--- config.mk ---
export PLATFORM = sky130hd
export DESIGN_NAME = mlfq_process_scheduler_unit
export DESIGN_NICKNAME = d
export VERILOG_FILES = /design/src/rtl/mlfq_pkg.sv /design/src/rtl/mlfq_front.sv /design/src/rtl/mlfq_back.sv /design/src/rtl/mlfq_process_scheduler_unit.sv
export SDC_FILE = /design/constraint.sdc
export NUM_CORES = 2
export LEC_CHECK = 0
export ABC_AREA = 0
export BUFFER_PORTS_ARGS = -buffer_cell sky130_fd_sc_hd__buf_2
export CAP_MARGIN = 40
export CORE_ASPECT_RATIO = 1.1
export CORE_MARGIN = 5
export CORE_UTILIZATION = 30
export CTS_CLUSTER_DIAMETER = 60
export CTS_CLUSTER_SIZE = 24
export DETAILED_ROUTE_END_ITERATION = 10
export PLACE_DENSITY = 0.43
export REMOVE_ABC_BUFFERS = 1
export SLEW_MARGIN = 20
export SYNTH_ARGS = -nofsm -noshare
export SYNTH_HDL_FRONTEND = slang
export SYNTH_HIERARCHICAL = 1
export SYNTH_SLANG_ARGS = --single-unit
--- constraint.sdc ---
create_clock -name clock -period 24.6 [get_ports clock]
set_clock_uncertainty 0.2 [all_clocks]
set_input_delay 1.23 -clock clock [delete_from_list [all_inputs] [get_ports clock]]
set_output_delay 1.23 -clock clock [all_outputs]
set_load 0.05 [all_outputs]
--- src/rtl/mlfq_pkg.sv ---
// Shared types and constants of the two-level feedback queue scheduler.
`default_nettype none
package mlfq_pkg;
   localparam int SLOTS = 64;
   localparam int IDX_W = $clog2(SLOTS);
   localparam int CNT_W = IDX_W + 1;

   typedef enum logic [2:0] {
      F_CREATE  = 3'd0,
      F_SCHED   = 3'd1,
      F_TICK    = 3'd2,
      F_SETPRIO = 3'd3,
      F_YIELD   = 3'd4,
      F_SLEEP   = 3'd5,
      F_WAKE    = 3'd6,
      F_RELEASE = 3'd7
   } func_type;

   typedef enum logic [1:0] {
      RS_OK     = 2'd0,
      RS_NOFREE = 2'd1,
      RS_NOPID  = 2'd2,
      RS_NORUN  = 2'd3
   } rstat_type;

   typedef enum logic [1:0] {
      SS_UNUSED   = 2'd0,
      SS_RUNNABLE = 2'd1,
      SS_RUNNING  = 2'd2,
      SS_SLEEPING = 2'd3
   } sstat_type;

   typedef enum logic [1:0] {
      CSR_BOOST = 2'd0,
      CSR_Q0    = 2'd1,
      CSR_Q1    = 2'd2
   } csr_type;

   typedef enum logic [2:0] {
      B_IDLE, B_SCAN, B_DECIDE, B_READ, B_EXEC
   } bstate_type;

   typedef struct packed {
      func_type    func;
      logic [5:0]  slot;
      logic [15:0] tpid;
      logic [7:0]  npri;
      logic [15:0] chan;
      logic        scan;
   } op_type;

   typedef struct packed {
      logic [15:0] chan;
      logic [3:0]  ticks;
      logic [7:0]  prio;
      logic        level;
      logic [15:0] pid;
      sstat_type   st;
   } entry_type;

   typedef struct packed {
      logic   valid;
      op_type op;
   } qout_type;
endpackage
`default_nettype wire

--- src/rtl/mlfq_front.sv ---
// Front end: accepts requests, marks those that need a table scan, queues two.
`default_nettype none
module mlfq_front import mlfq_pkg::*; (
   input  wire logic        clock,
   input  wire logic        reset,
   input  wire logic        req_tvalid,
   output logic             req_tready,
   input  wire logic [47:0] req_tdata,  // slot, target_pid, new_priority, channel, pad
   input  wire logic [2:0]  req_tuser,  // func
   output qout_type         q_out,
   input  wire logic        q_pop
);
   op_type     q_ff [2];
   logic       wp_ff, rp_ff;
   logic [1:0] cnt_ff;
   op_type     op_in;
   logic       push;

   always_comb begin
      op_in.func = func_type'(req_tuser);
      op_in.slot = req_tdata[5:0];
      op_in.tpid = req_tdata[21:6];
      op_in.npri = req_tdata[29:22];
      op_in.chan = req_tdata[45:30];
      case (op_in.func)
         F_CREATE, F_SCHED, F_SETPRIO, F_WAKE: op_in.scan = 1'b1;
         default:                              op_in.scan = 1'b0;
      endcase
   end

   assign req_tready  = (cnt_ff != 2'd2);
   assign push        = req_tvalid && req_tready;
   assign q_out.valid = (cnt_ff != 2'd0);
   assign q_out.op    = q_ff[rp_ff];

   always_ff @(posedge clock) begin
      if (push) q_ff[wp_ff] <= op_in;
      if (reset) begin
         wp_ff  <= 1'b0;
         rp_ff  <= 1'b0;
         cnt_ff <= 2'd0;
      end else begin
         if (push) wp_ff <= ~wp_ff;
         if (q_pop && q_out.valid) rp_ff <= ~rp_ff;
         cnt_ff <= cnt_ff + 2'(push) - 2'(q_pop && q_out.valid);
      end
   end

   a_cnt: assert property (@(posedge clock) disable iff (reset) cnt_ff <= 2'd2)
      else $error("queue count overflow");
endmodule
`default_nettype wire

--- src/rtl/mlfq_back.sv ---
// Back end: slot table memory, scan sequencer and operation execution.
`default_nettype none
module mlfq_back import mlfq_pkg::*; (
   input  wire logic        clock,
   input  wire logic        reset,
   input  wire qout_type    q_in,
   output logic             q_pop,
   input  wire logic        csr_we,
   input  wire logic [1:0]  csr_addr,
   input  wire logic [7:0]  csr_wdata,
   output logic             rsp_tvalid,
   input  wire logic        rsp_tready,
   output logic [23:0]      rsp_tdata,  // chosen_slot, chosen_pid, chosen_level, preempted
   output logic [1:0]       rsp_tuser   // status
);
   entry_type mem [SLOTS];
   entry_type rdata_ff;
   logic [IDX_W-1:0] rd_addr;

   logic [SLOTS-1:0] vld_ff, sch_ff;
   bstate_type st_ff, st_in;
   op_type cur_ff;
   logic [CNT_W-1:0] cnt_ff;
   logic dv_ff;
   logic [IDX_W-1:0] didx_ff, tgt_ff;
   logic hit_ff, any_ff, best_ff, ok_ff;
   logic [IDX_W-1:0] hit_idx_ff, any_idx_ff, best_idx_ff;
   logic [7:0]  best_pri_ff;
   logic [15:0] best_pid_ff, pid_ctr_ff;
   logic [7:0]  boost_cnt_ff, boost_per_ff;
   logic [3:0]  q0_ff, q1_ff;
   logic [CNT_W-1:0] cursor_ff;
   logic found_ff;
   logic rsp_valid_ff;
   rstat_type rs_ff;
   logic [5:0]  rslot_ff;
   logic [15:0] rpid_ff;
   logic rlvl_ff, rpre_ff;

   entry_type e, wdata;
   logic [IDX_W-1:0] e_idx, waddr;
   logic we, rsp_free, fire, do_boost, run, pre, clr_vld;
   logic [7:0] boost_nx;
   logic [3:0] tk;
   rstat_type rs_c;
   logic [15:0] rpid_c;
   logic rlvl_c;

   assign rsp_free = !rsp_valid_ff || rsp_tready;
   assign fire     = (st_ff == B_EXEC) && rsp_free;
   assign rd_addr  = (st_ff == B_SCAN) ? cnt_ff[IDX_W-1:0] : tgt_ff;
   assign e_idx    = (st_ff == B_EXEC) ? tgt_ff : didx_ff;
   assign q_pop    = (st_ff == B_IDLE);

   // Entries never written read as reset values through the valid bits.
   always_comb begin
      e = rdata_ff;
      if (!vld_ff[e_idx]) begin
         e.st  = SS_UNUSED;
         e.pid = 16'd0;
      end
      if (!sch_ff[e_idx]) begin
         e.level = 1'b0;
         e.prio  = 8'd0;
         e.ticks = 4'd0;
      end
   end

   always_comb begin
      st_in = st_ff;
      unique case (st_ff)
         B_IDLE:   if (q_in.valid) st_in = q_in.op.scan ? B_SCAN : B_READ;
         B_SCAN:   if (cnt_ff == CNT_W'(SLOTS) && !dv_ff) st_in = B_DECIDE;
         B_DECIDE: st_in = B_READ;
         B_READ:   st_in = B_EXEC;
         B_EXEC:   if (rsp_free) st_in = B_IDLE;
         default:  st_in = B_IDLE;
      endcase
   end

   // Wake writes during the scan, execution of the addressed entry and the result fields.
   always_comb begin
      we = 1'b0; waddr = tgt_ff; wdata = e; clr_vld = 1'b0;
      rs_c = RS_OK; rpid_c = 16'd0; rlvl_c = 1'b0;
      do_boost = 1'b0; run = 1'b0; pre = 1'b0;
      boost_nx = boost_cnt_ff + 8'd1;
      tk = (e.ticks == 4'd15) ? 4'd15 : e.ticks + 4'd1;
      if (st_ff == B_SCAN) begin
         if (dv_ff && cur_ff.func == F_WAKE && e.st == SS_SLEEPING &&
             e.chan == cur_ff.chan) begin
            we = 1'b1; waddr = didx_ff; wdata.st = SS_RUNNABLE;
         end
      end else if (fire) begin
         case (cur_ff.func)
            F_CREATE: begin
               if (ok_ff) begin
                  we = 1'b1;
                  wdata.st = SS_RUNNABLE; wdata.pid = pid_ctr_ff;
                  wdata.level = 1'b0; wdata.prio = 8'd0; wdata.ticks = 4'd0;
                  rpid_c = pid_ctr_ff;
               end else rs_c = RS_NOFREE;
            end
            F_SCHED: begin
               if (ok_ff) begin
                  we = 1'b1; wdata.st = SS_RUNNING;
                  rpid_c = e.pid; rlvl_c = e.level;
               end else rs_c = RS_NORUN;
            end
            F_TICK: begin
               run = (e.st == SS_RUNNING);
               do_boost = (boost_nx >= boost_per_ff);
               if (run) begin
                  wdata.ticks = tk;
                  if (!e.level) begin
                     if (tk >= q0_ff) begin wdata.level = 1'b1; pre = 1'b1; end
                  end else if (tk >= q1_ff) begin
                     if (e.prio != 8'd0) wdata.prio = e.prio - 8'd1;
                     pre = 1'b1;
                  end
                  if (pre) begin wdata.ticks = 4'd0; wdata.st = SS_RUNNABLE; end
                  we = 1'b1;
                  rpid_c = e.pid; rlvl_c = do_boost ? 1'b0 : wdata.level;
               end else rs_c = RS_NOPID;
            end
            F_SETPRIO: begin
               if (ok_ff) begin
                  we = 1'b1; wdata.prio = cur_ff.npri;
                  rpid_c = e.pid; rlvl_c = e.level;
               end else rs_c = RS_NOPID;
            end
            F_YIELD, F_SLEEP: begin
               if (e.st == SS_RUNNING) begin
                  we = 1'b1;
                  if (cur_ff.func == F_YIELD) begin
                     wdata.ticks = 4'd0; wdata.st = SS_RUNNABLE;
                  end else begin
                     wdata.chan = cur_ff.chan; wdata.st = SS_SLEEPING;
                  end
                  rpid_c = e.pid; rlvl_c = e.level;
               end else rs_c = RS_NOPID;
            end
            F_WAKE: rs_c = RS_OK;
            default: begin
               if (e.st != SS_UNUSED) begin
                  clr_vld = 1'b1; rpid_c = e.pid;
               end else rs_c = RS_NOPID;
            end
         endcase
      end
   end

   always_ff @(posedge clock) begin
      rdata_ff <= mem[rd_addr];
      if (we) mem[waddr] <= wdata;
   end

   always_ff @(posedge clock) begin
      if (reset) begin
         st_ff        <= B_IDLE;
         vld_ff       <= '0;
         sch_ff       <= '0;
         pid_ctr_ff   <= 16'd1;
         boost_cnt_ff <= 8'd0;
         cursor_ff    <= '0;
         found_ff     <= 1'b0;
         boost_per_ff <= 8'd100;
         q0_ff        <= 4'd4;
         q1_ff        <= 4'd8;
         rsp_valid_ff <= 1'b0;
         dv_ff        <= 1'b0;
         cnt_ff       <= '0;
      end else begin
         st_ff <= st_in;
         if (csr_we) begin
            case (csr_addr)
               CSR_BOOST: boost_per_ff <= csr_wdata;
               CSR_Q0:    q0_ff <= csr_wdata[3:0];
               CSR_Q1:    q1_ff <= csr_wdata[3:0];
               default:   ;
            endcase
         end
         if (clr_vld) vld_ff[tgt_ff] <= 1'b0;
         else if (we) vld_ff[waddr] <= 1'b1;
         // A boost clears every level, priority and tick count at once.
         if (fire && cur_ff.func == F_TICK && do_boost) sch_ff <= '0;
         else if (we) sch_ff[waddr] <= 1'b1;
         if (fire && cur_ff.func == F_TICK)
            boost_cnt_ff <= do_boost ? 8'd0 : boost_nx;
         if (fire && cur_ff.func == F_CREATE && ok_ff) pid_ctr_ff <= pid_ctr_ff + 16'd1;
         if (fire) rsp_valid_ff <= 1'b1;
         else if (rsp_tready) rsp_valid_ff <= 1'b0;
         dv_ff <= (st_ff == B_SCAN) && (cnt_ff != CNT_W'(SLOTS));
         if (st_ff == B_IDLE) cnt_ff <= '0;
         else if (st_ff == B_SCAN && cnt_ff != CNT_W'(SLOTS)) cnt_ff <= cnt_ff + 1'b1;
         if (st_ff == B_DECIDE && cur_ff.func == F_SCHED) begin
            if (hit_ff) begin
               found_ff <= 1'b1; cursor_ff <= {1'b0, hit_idx_ff} + 1'b1;
            end else if (found_ff && any_ff) begin
               found_ff <= 1'b1; cursor_ff <= {1'b0, any_idx_ff} + 1'b1;
            end else begin
               found_ff <= 1'b0; cursor_ff <= '0;
            end
         end
      end
   end

   // Scan bookkeeping and payload registers.
   always_ff @(posedge clock) begin
      didx_ff <= cnt_ff[IDX_W-1:0];
      if (st_ff == B_IDLE) begin
         cur_ff  <= q_in.op;
         tgt_ff  <= q_in.op.slot[IDX_W-1:0];
         hit_ff  <= 1'b0;
         any_ff  <= 1'b0;
         best_ff <= 1'b0;
      end
      if (st_ff == B_SCAN && dv_ff) begin
         case (cur_ff.func)
            F_CREATE:
               if (!hit_ff && e.st == SS_UNUSED) begin
                  hit_ff <= 1'b1; hit_idx_ff <= didx_ff;
               end
            F_SETPRIO:
               if (!hit_ff && e.st != SS_UNUSED && e.pid == cur_ff.tpid) begin
                  hit_ff <= 1'b1; hit_idx_ff <= didx_ff;
               end
            F_SCHED: begin
               if (e.st == SS_RUNNABLE && !e.level) begin
                  if (!any_ff) begin any_ff <= 1'b1; any_idx_ff <= didx_ff; end
                  if (!hit_ff && {1'b0, didx_ff} >= cursor_ff) begin
                     hit_ff <= 1'b1; hit_idx_ff <= didx_ff;
                  end
               end
               if (e.st == SS_RUNNABLE && (!best_ff || e.prio > best_pri_ff ||
                   (e.prio == best_pri_ff && e.pid < best_pid_ff))) begin
                  best_ff <= 1'b1; best_idx_ff <= didx_ff;
                  best_pri_ff <= e.prio; best_pid_ff <= e.pid;
               end
            end
            default: ;
         endcase
      end
      if (st_ff == B_DECIDE) begin
         if (cur_ff.func == F_SCHED && !hit_ff) begin
            if (found_ff && any_ff) begin
               ok_ff <= 1'b1; tgt_ff <= any_idx_ff;
            end else begin
               ok_ff <= best_ff; tgt_ff <= best_idx_ff;
            end
         end else begin
            ok_ff  <= hit_ff;
            tgt_ff <= hit_idx_ff;
         end
      end
      if (fire) begin
         rs_ff    <= rs_c;
         rslot_ff <= (rs_c == RS_OK && cur_ff.func != F_WAKE) ? 6'(tgt_ff) : 6'd0;
         rpid_ff  <= rpid_c;
         rlvl_ff  <= rlvl_c;
         rpre_ff  <= pre;
      end
   end

   assign rsp_tvalid = rsp_valid_ff;
   assign rsp_tuser  = rs_ff;
   assign rsp_tdata  = {rpre_ff, rlvl_ff, rpid_ff, rslot_ff};

   a_cnt: assert property (@(posedge clock) disable iff (reset)
      st_ff == B_SCAN |-> cnt_ff <= CNT_W'(SLOTS))
      else $error("scan counter out of range");
   a_dec: assert property (@(posedge clock) disable iff (reset)
      st_ff == B_DECIDE |=> st_ff == B_READ)
      else $error("decide not followed by target read");
   a_rel: assert property (@(posedge clock) disable iff (reset)
      clr_vld |=> !vld_ff[$past(tgt_ff)])
      else $error("released slot still valid");
endmodule
`default_nettype wire

--- src/rtl/mlfq_process_scheduler_unit.sv ---
// Top level of the two-level feedback queue scheduler.
//  channel | dir | handshake            | payload
//  req     | in  | req_tvalid/tready    | tuser func, tdata slot..channel
//  rsp     | out | rsp_tvalid/tready    | tuser status, tdata slot..preempted
//  csr     | in  | csr_we               | csr_addr index, csr_wdata value
// Create, schedule, set priority and wake sweep all 64 slots through the table
// memory's single read port. Tick, yield, sleep and release read one entry.
// Reset is synchronous and needs no clearing pass.
// A result waits in the output register; two requests queue ahead of the engine.
`default_nettype none
module mlfq_process_scheduler_unit import mlfq_pkg::*; (
   input  wire logic        clock,
   input  wire logic        reset,
   input  wire logic        req_tvalid,
   output logic             req_tready,
   input  wire logic [47:0] req_tdata,  // slot, target_pid, new_priority, channel, pad
   input  wire logic [2:0]  req_tuser,  // func
   output logic             rsp_tvalid,
   input  wire logic        rsp_tready,
   output logic [23:0]      rsp_tdata,  // chosen_slot, chosen_pid, chosen_level, preempted
   output logic [1:0]       rsp_tuser,  // status
   input  wire logic        csr_we,
   input  wire logic [1:0]  csr_addr,
   input  wire logic [7:0]  csr_wdata
);
   qout_type q;
   logic     pop;

   mlfq_front u_front (
      .clock, .reset, .req_tvalid, .req_tready, .req_tdata, .req_tuser,
      .q_out(q), .q_pop(pop)
   );

   mlfq_back u_back (
      .clock, .reset, .q_in(q), .q_pop(pop), .csr_we, .csr_addr, .csr_wdata,
      .rsp_tvalid, .rsp_tready, .rsp_tdata, .rsp_tuser
   );
endmodule
`default_nettype wire
* After elaboration in Yosys (flattened, before gate mapping) *
Memory sizes are Yosys's and may differ from the RTL's. A register that Yosys moved wholly into a read port is not among the register bits.
Cells that the tools add are included.

word-level totals
  flip-flop bits (word level) = 319
  RAM bits = 3108
  bits of input ports = 66
  output and inout port bits = 28
  memories = 2

memories
  memory        depth  width  read ports  clocked after memory_dff  write ports  RTL line          source
  u_back.mem    64     47     1           1                         1            mlfq_back.sv:16   entry_type mem [SLOTS];
  u_front.q_ff  2      50     1           1                         1            mlfq_front.sv:13  op_type q_ff [2];

operators by class
  $add $sub $neg = 9
  magnitude comparators = 11
  equality and inequality tests = 33
  muxes and demuxes = 127
  bitwise logic cells = 9
  reduce and logical (&&, ||, !) cells = 63

operator list
  operator                                                                count
  64-bit two-way mux                                                      2
  64-bit bitwise OR                                                       2
  16-bit two-way mux                                                      7
  6-bit two-way mux                                                       12
  64-bit bitwise AND                                                      1
  64-bit NOT                                                              1
  16-bit case mux with 4 select lines                                     1
  1-bit two-way mux                                                       57
  47-bit two-way mux                                                      1
  45-bit two-way mux                                                      1
  8-bit two-way mux                                                       5
  16-bit equality test                                                    2
  31-bit two-way mux                                                      1
  2-bit two-way mux                                                       14
  1-bit logical AND                                                       26
  13-bit two-way mux                                                      2
  8-bit case mux with 3 select lines                                      1
  6-bit by 7-bit < comparator with 1-bit output (second input constant)   3
  20-bit two-way mux                                                      1
  18-bit two-way mux                                                      1
  6-bit case mux with 3 select lines                                      1
  16-bit by 1-bit adder with 16-bit output (second input constant)        1
  16-bit < comparator                                                     1
  3-bit by 2-bit equality test with 1-bit output (second input constant)  5
  50 further kinds                                                        103

* Longest topological paths before layout *
  word-level depth = 19
  mapped depth = 27

* By module *
The synthesis kept the hierarchy.

modules (own cells, without submodules)
  module      times used  cells each  area each (sq um)  seq. area each (sq um)
  mlfq_back   1           10737       136333.3           98754.7
  mlfq_front  1           187         3867.5             3103.0

* Worst setup path after synthesis *
Ideal clock, no wire load.

  path type = register -> register
  start point = register u_back.st_ff[0]
  end point = memory u_back/mem[0][24] (netlist bit), data pin
  data arrival time = 7.350 ns
  data required time = 23.672 ns
  setup slack = 16.322 ns
  stages on the path, launching flop included = 25
  buffers on the path = 5
  path through = dfxtp_1 > buf_2 > or3b_4 > buf_6 > a21o_1 > buf_4 > buf_2 > mux2i_1 > mux2i_1 > mux2i_1 > o32ai_1 > a211oi_1 > nor2_1 > buf_2 > and2_1 > ha_1 > nand2b_1 > mux2_1 > ha_1 > a21o_1 > a21oi_1 > nor2b_1 > nand4_2 > or2_2 > o311ai_1

RTL lines
  what                    RTL line          source
  from (decl)             mlfq_back.sv:21   bstate_type st_ff, st_in;
  from (signal assigned)  mlfq_back.sv:173  st_ff <= st_in;
  to (decl)               mlfq_back.sv:16

==> results.md <==
* WL final at 474000 um
* Reg area at 0.102 mm2
* GRT Overall Usage at 19.0%
* Core Rows at 263
* RSZ-0062 raised after global routing: false
* Delay-heaviest family, CP: simple AND/OR/NAND/NOR gates
* Setup TNS Final at 0 ns
* Leak pwr at 55.0 nW
* Async SR Flop Fraction at 0%
* Die Wd at 662 um
* #FFs+latches synth at 3475
* Met3 WL post-DR at 25700 um
* Netlist cell types at 99
* Final Slew Violations at 0
* Syn Area/Cell at 12.8 um2
* DRC at 0
* CTS Buf Count at 319
* EDFF count, synth at 3226
* CP endpoint kind: register
* DRT iter0 DRCs at 8701
* Filler instances at 45400
* Via density at 5.21
* Wire per inst at 27.2 um
* Final Hold Fails at 0
* Port bufs at 91
* Gr ovfl total at 0
* First-pass GRT wire length at 665000 um
* Crit-path max FO at 64
* VDD IR max at 0.000135 V
* Post-synthesis cell area at 0.140 mm2
* I/O pin total at 94
* Sequential share of the synthesized area at 72.7%
* TritonCTS clock tree: done
* Number of max-cap violations at 0
* RD Place Congestion at 0.833
* CTS root buf: clkbuf_16
* Initial core utilization at 30.1%
* Layout cell share with drive strength beyond 1 at 10.7%
* Final min period at 7.36 ns
* Crit-path cells: or3b_4 > a21oi_4 > nand2_1 > and3_1 > a311oi_1 > or4_1 > a21boi_1 > nor2_1 > buf_4 > and2_1 > ha_1 > nand2b_1 > mux2_1 > ha_1 > a21o_1 > a21oi_1 > nor2b_1 > nand4_2 > or2_2 > o211ai_1 > buf_4
* DR vias at 90700
* Routed met1 length at 207000 um
* Worst slew margin at 36.5%
* Crit path setup slack, layout at 17.24 ns
* H-tree depth at 5
* Die ar. at 0.481 mm2
* Critical Path Source Type: register
* Max stage delay on crit path at 0.72 ns
* HP Class: reg -> reg
* Critical path's slowest cell: a21oi_4
* Die Span Y at 727 um
* Period utilisation layout at 29.9%
* Final setup viols at 0
* Max Root-Sink Buffers at 4
* Post-CTS sizing at 0
* Multi-input gate area at 0.0353 mm2
* Post-CTS Hold Fix Bufs at 0
* Vias in the first global route at 87000
* Core area at 0.466 mm2
* CP required at 25.01 ns
* Worst EP arrival at 7.76 ns
* Worst Path Buf+Inv at 2
* Highest clock rate at 136 MHz
* Number of buffers added for setup after CTS at 0
* Met2 Wirelength at 228000 um
* Antenna Nets Post-Route at 0
* Main synth FF type: edfxtp_1
* DP Wirelength at 264000 um
* Drt first pass iters at 6
* PwrDens at 115 mW/mm2
* Synth Instances at 10900
* Top routing layer used: met5
* Pre-CTS WS at 17.33 ns
* Clock Sinks at 3475
* Largest net degree at the start of global routing at 153
* Status: completed
* Final net count at 11000
* P&R area growth vs syn at 14.4%
* Yosys warns at 6
* Antenna violations before repair at 28
* Measured slew at the worst slew-check pin at 0.950 ns
* Crit path kind: reg -> reg
* Clk Latency, worst-skew pair at 0.96 ns
* CTS clk-pin slew, worst paths at 0.07 ns
==> stage by stage <==
stage | util (%) | instances | total power (W) | hold WS [ns] | cell area [um2]
2_1_floorplan | - | 10200 | 0.0146 | 0.176 | 137000
6_report | 34.4 | 17400 | 0.0185 | 0.256 | 160000
5_1_grt | 34.4 | 17400 | 0.0194 | 0.219 | 160000
4_1_cts | 34.4 | 17400 | 0.0186 | 0.191 | 160000
3_3_place_gp | 31.8 | 16700 | 0.0133 | 0.242 | 148000
3_5_place_dp | 32.0 | 16800 | 0.0134 | 0.247 | 149000
==> Yosys cell counts (all sizes together), types with 5 or more instances <==
cell	count	area share [%]
nor2	137	0.38
a22o	21	0.13
a22oi	10	0.054
o21a	78	0.42
o311ai	6	0.037
nor2b	26	0.12
nor4	14	0.062
nor3b	6	0.044
xnor2	22	0.14
a21o	18	0.10
nand2	3202	8.6
a31oi	198	0.89
a311oi	568	3.6
o21ba	8	0.057
and3	391	1.7
mux4	13	0.21
buf	100	0.34
o21ai	109	0.39
a211o	5	0.031
xor2	41	0.26
nor3	22	0.087
nand3b	11	0.059
edfxtp	3226	69
o22ai	8	0.036
dfxtp	249	3.6
or2	9	0.040
or3	13	0.058
clkbuf	652	1.7
a211oi	157	0.84
a21oi	304	1.1
nand3	807	2.9
ha	55	0.49
nand4	26	0.12
nand2b	25	0.11
mux2	104	0.84
and2	36	0.16
mux2i	66	0.47
inv	111	0.30
o211ai	7	0.037
nor4b	7	0.059
==> worst reg2reg max path: stages, from the launching register on <==
cell and delay [ns]:
dfxtp_1 0.49, or3b_4 0.66, a21oi_4 0.72, nand2_1 0.12, and3_1 0.21, a311oi_1 0.28, or4_1 0.17, a21boi_1 0.10
nor2_1 0.12, buf_4 0.28, and2_1 0.24, ha_1 0.24, nand2b_1 0.09, mux2_1 0.44, ha_1 0.34, a21o_1 0.11
a21oi_1 0.19, nor2b_1 0.26, nand4_2 0.23, or2_2 0.48, o211ai_1 0.41, buf_4 0.59
==> kinds of logic after synthesis <==
family          Yosys count  synth area share (%)
simple gates           4749                  14.6
fa+ha+maj                56                 0.498
compound gates         1533                  7.94
mux                     183                  1.52
xor+xnor                 63                 0.394
flops                  3475                  72.7
buf+inv                 865                  2.39
==> path summary, 6_finish.rpt <==
kind              cells after the start  slack (ns)                           from                      endpoint
setup / recovery                     21       17.24   u_back/st_ff[2]$_SDFFE_PP0P_  u_back/mem[48][22]$_DFFE_PP_
hold / removal                        0        0.26  u_back/cnt_ff[1]$_SDFFE_PP0P_     u_back/didx_ff[1]$_DFF_P_
setup reg to reg                     21       17.24   u_back/st_ff[2]$_SDFFE_PP0P_  u_back/mem[48][22]$_DFFE_PP_
hold reg to reg                       0        0.26  u_back/cnt_ff[1]$_SDFFE_PP0P_     u_back/didx_ff[1]$_DFF_P_
==> report_power, final <==
group / internal (W) / switching [W] / total (W)
clock: 0.00273 / 0.00252 / 0.00525
sequential: 0.00690 / 0.000153 / 0.00705
combinational: 0.00164 / 0.00452 / 0.00617
total: 0.0113 / 0.00720 / 0.0185
==> registers in the layout (all words and copies together) (netlist names), 7 cells and up, named ones only <==
name,count
u_back/vld_ff,64
u_front/q_ff,100
u_back/rdata_ff,31
u_back/best_pri_ff,8
u_back/cur_ff,43
u_back/cursor_ff,7
u_back/cnt_ff,7
u_back/rpid_ff,16
u_back/e,16
u_back/best_pid_ff,16
u_back/sch_ff,64
u_back/boost_per_ff,8
u_back/boost_cnt_ff,8
u_back/mem,3008
u_back/pid_ctr_ff,16
==> layout make-up <==
| cell class | count | share of cell area [%] |
|---|---|---|
| Sequential cell | 3475 | 63.5 |
| Timing Repair Buffer | 398 | 2.38 |
| Inverter | 113 | 0.354 |
| Clock buffer | 344 | 5.14 |
| Multi-Input combinational cell | 6584 | 22.0 |
| Tap cell | 6227 | 4.86 |
| Antenna cell | 6 | 0.00936 |
| Clock inverter | 245 | 1.77 |
==> cell usage in the layout, fill, tap and decap left out, types with 129 or more instances in the layout <==
cell       count
edfxtp_1    3226
nand2_1     3201
nand3_1      805
a311oi_1     567
and3_1       390
clkbuf_16    327
a21oi_1      296
dfxtp_1      248
buf_4        213
a31oi_1      196
a211oi_1     155
nor2_1       129
==> routing by layer <==
metal  up-vias  track usage [%]
li1      40500                -
met1     47000             26.2
met2      2631             31.8
met3       580             2.34
met4         6             4.66
met5         -                0
No activity file was read; power rests on OpenSTA's default activity.
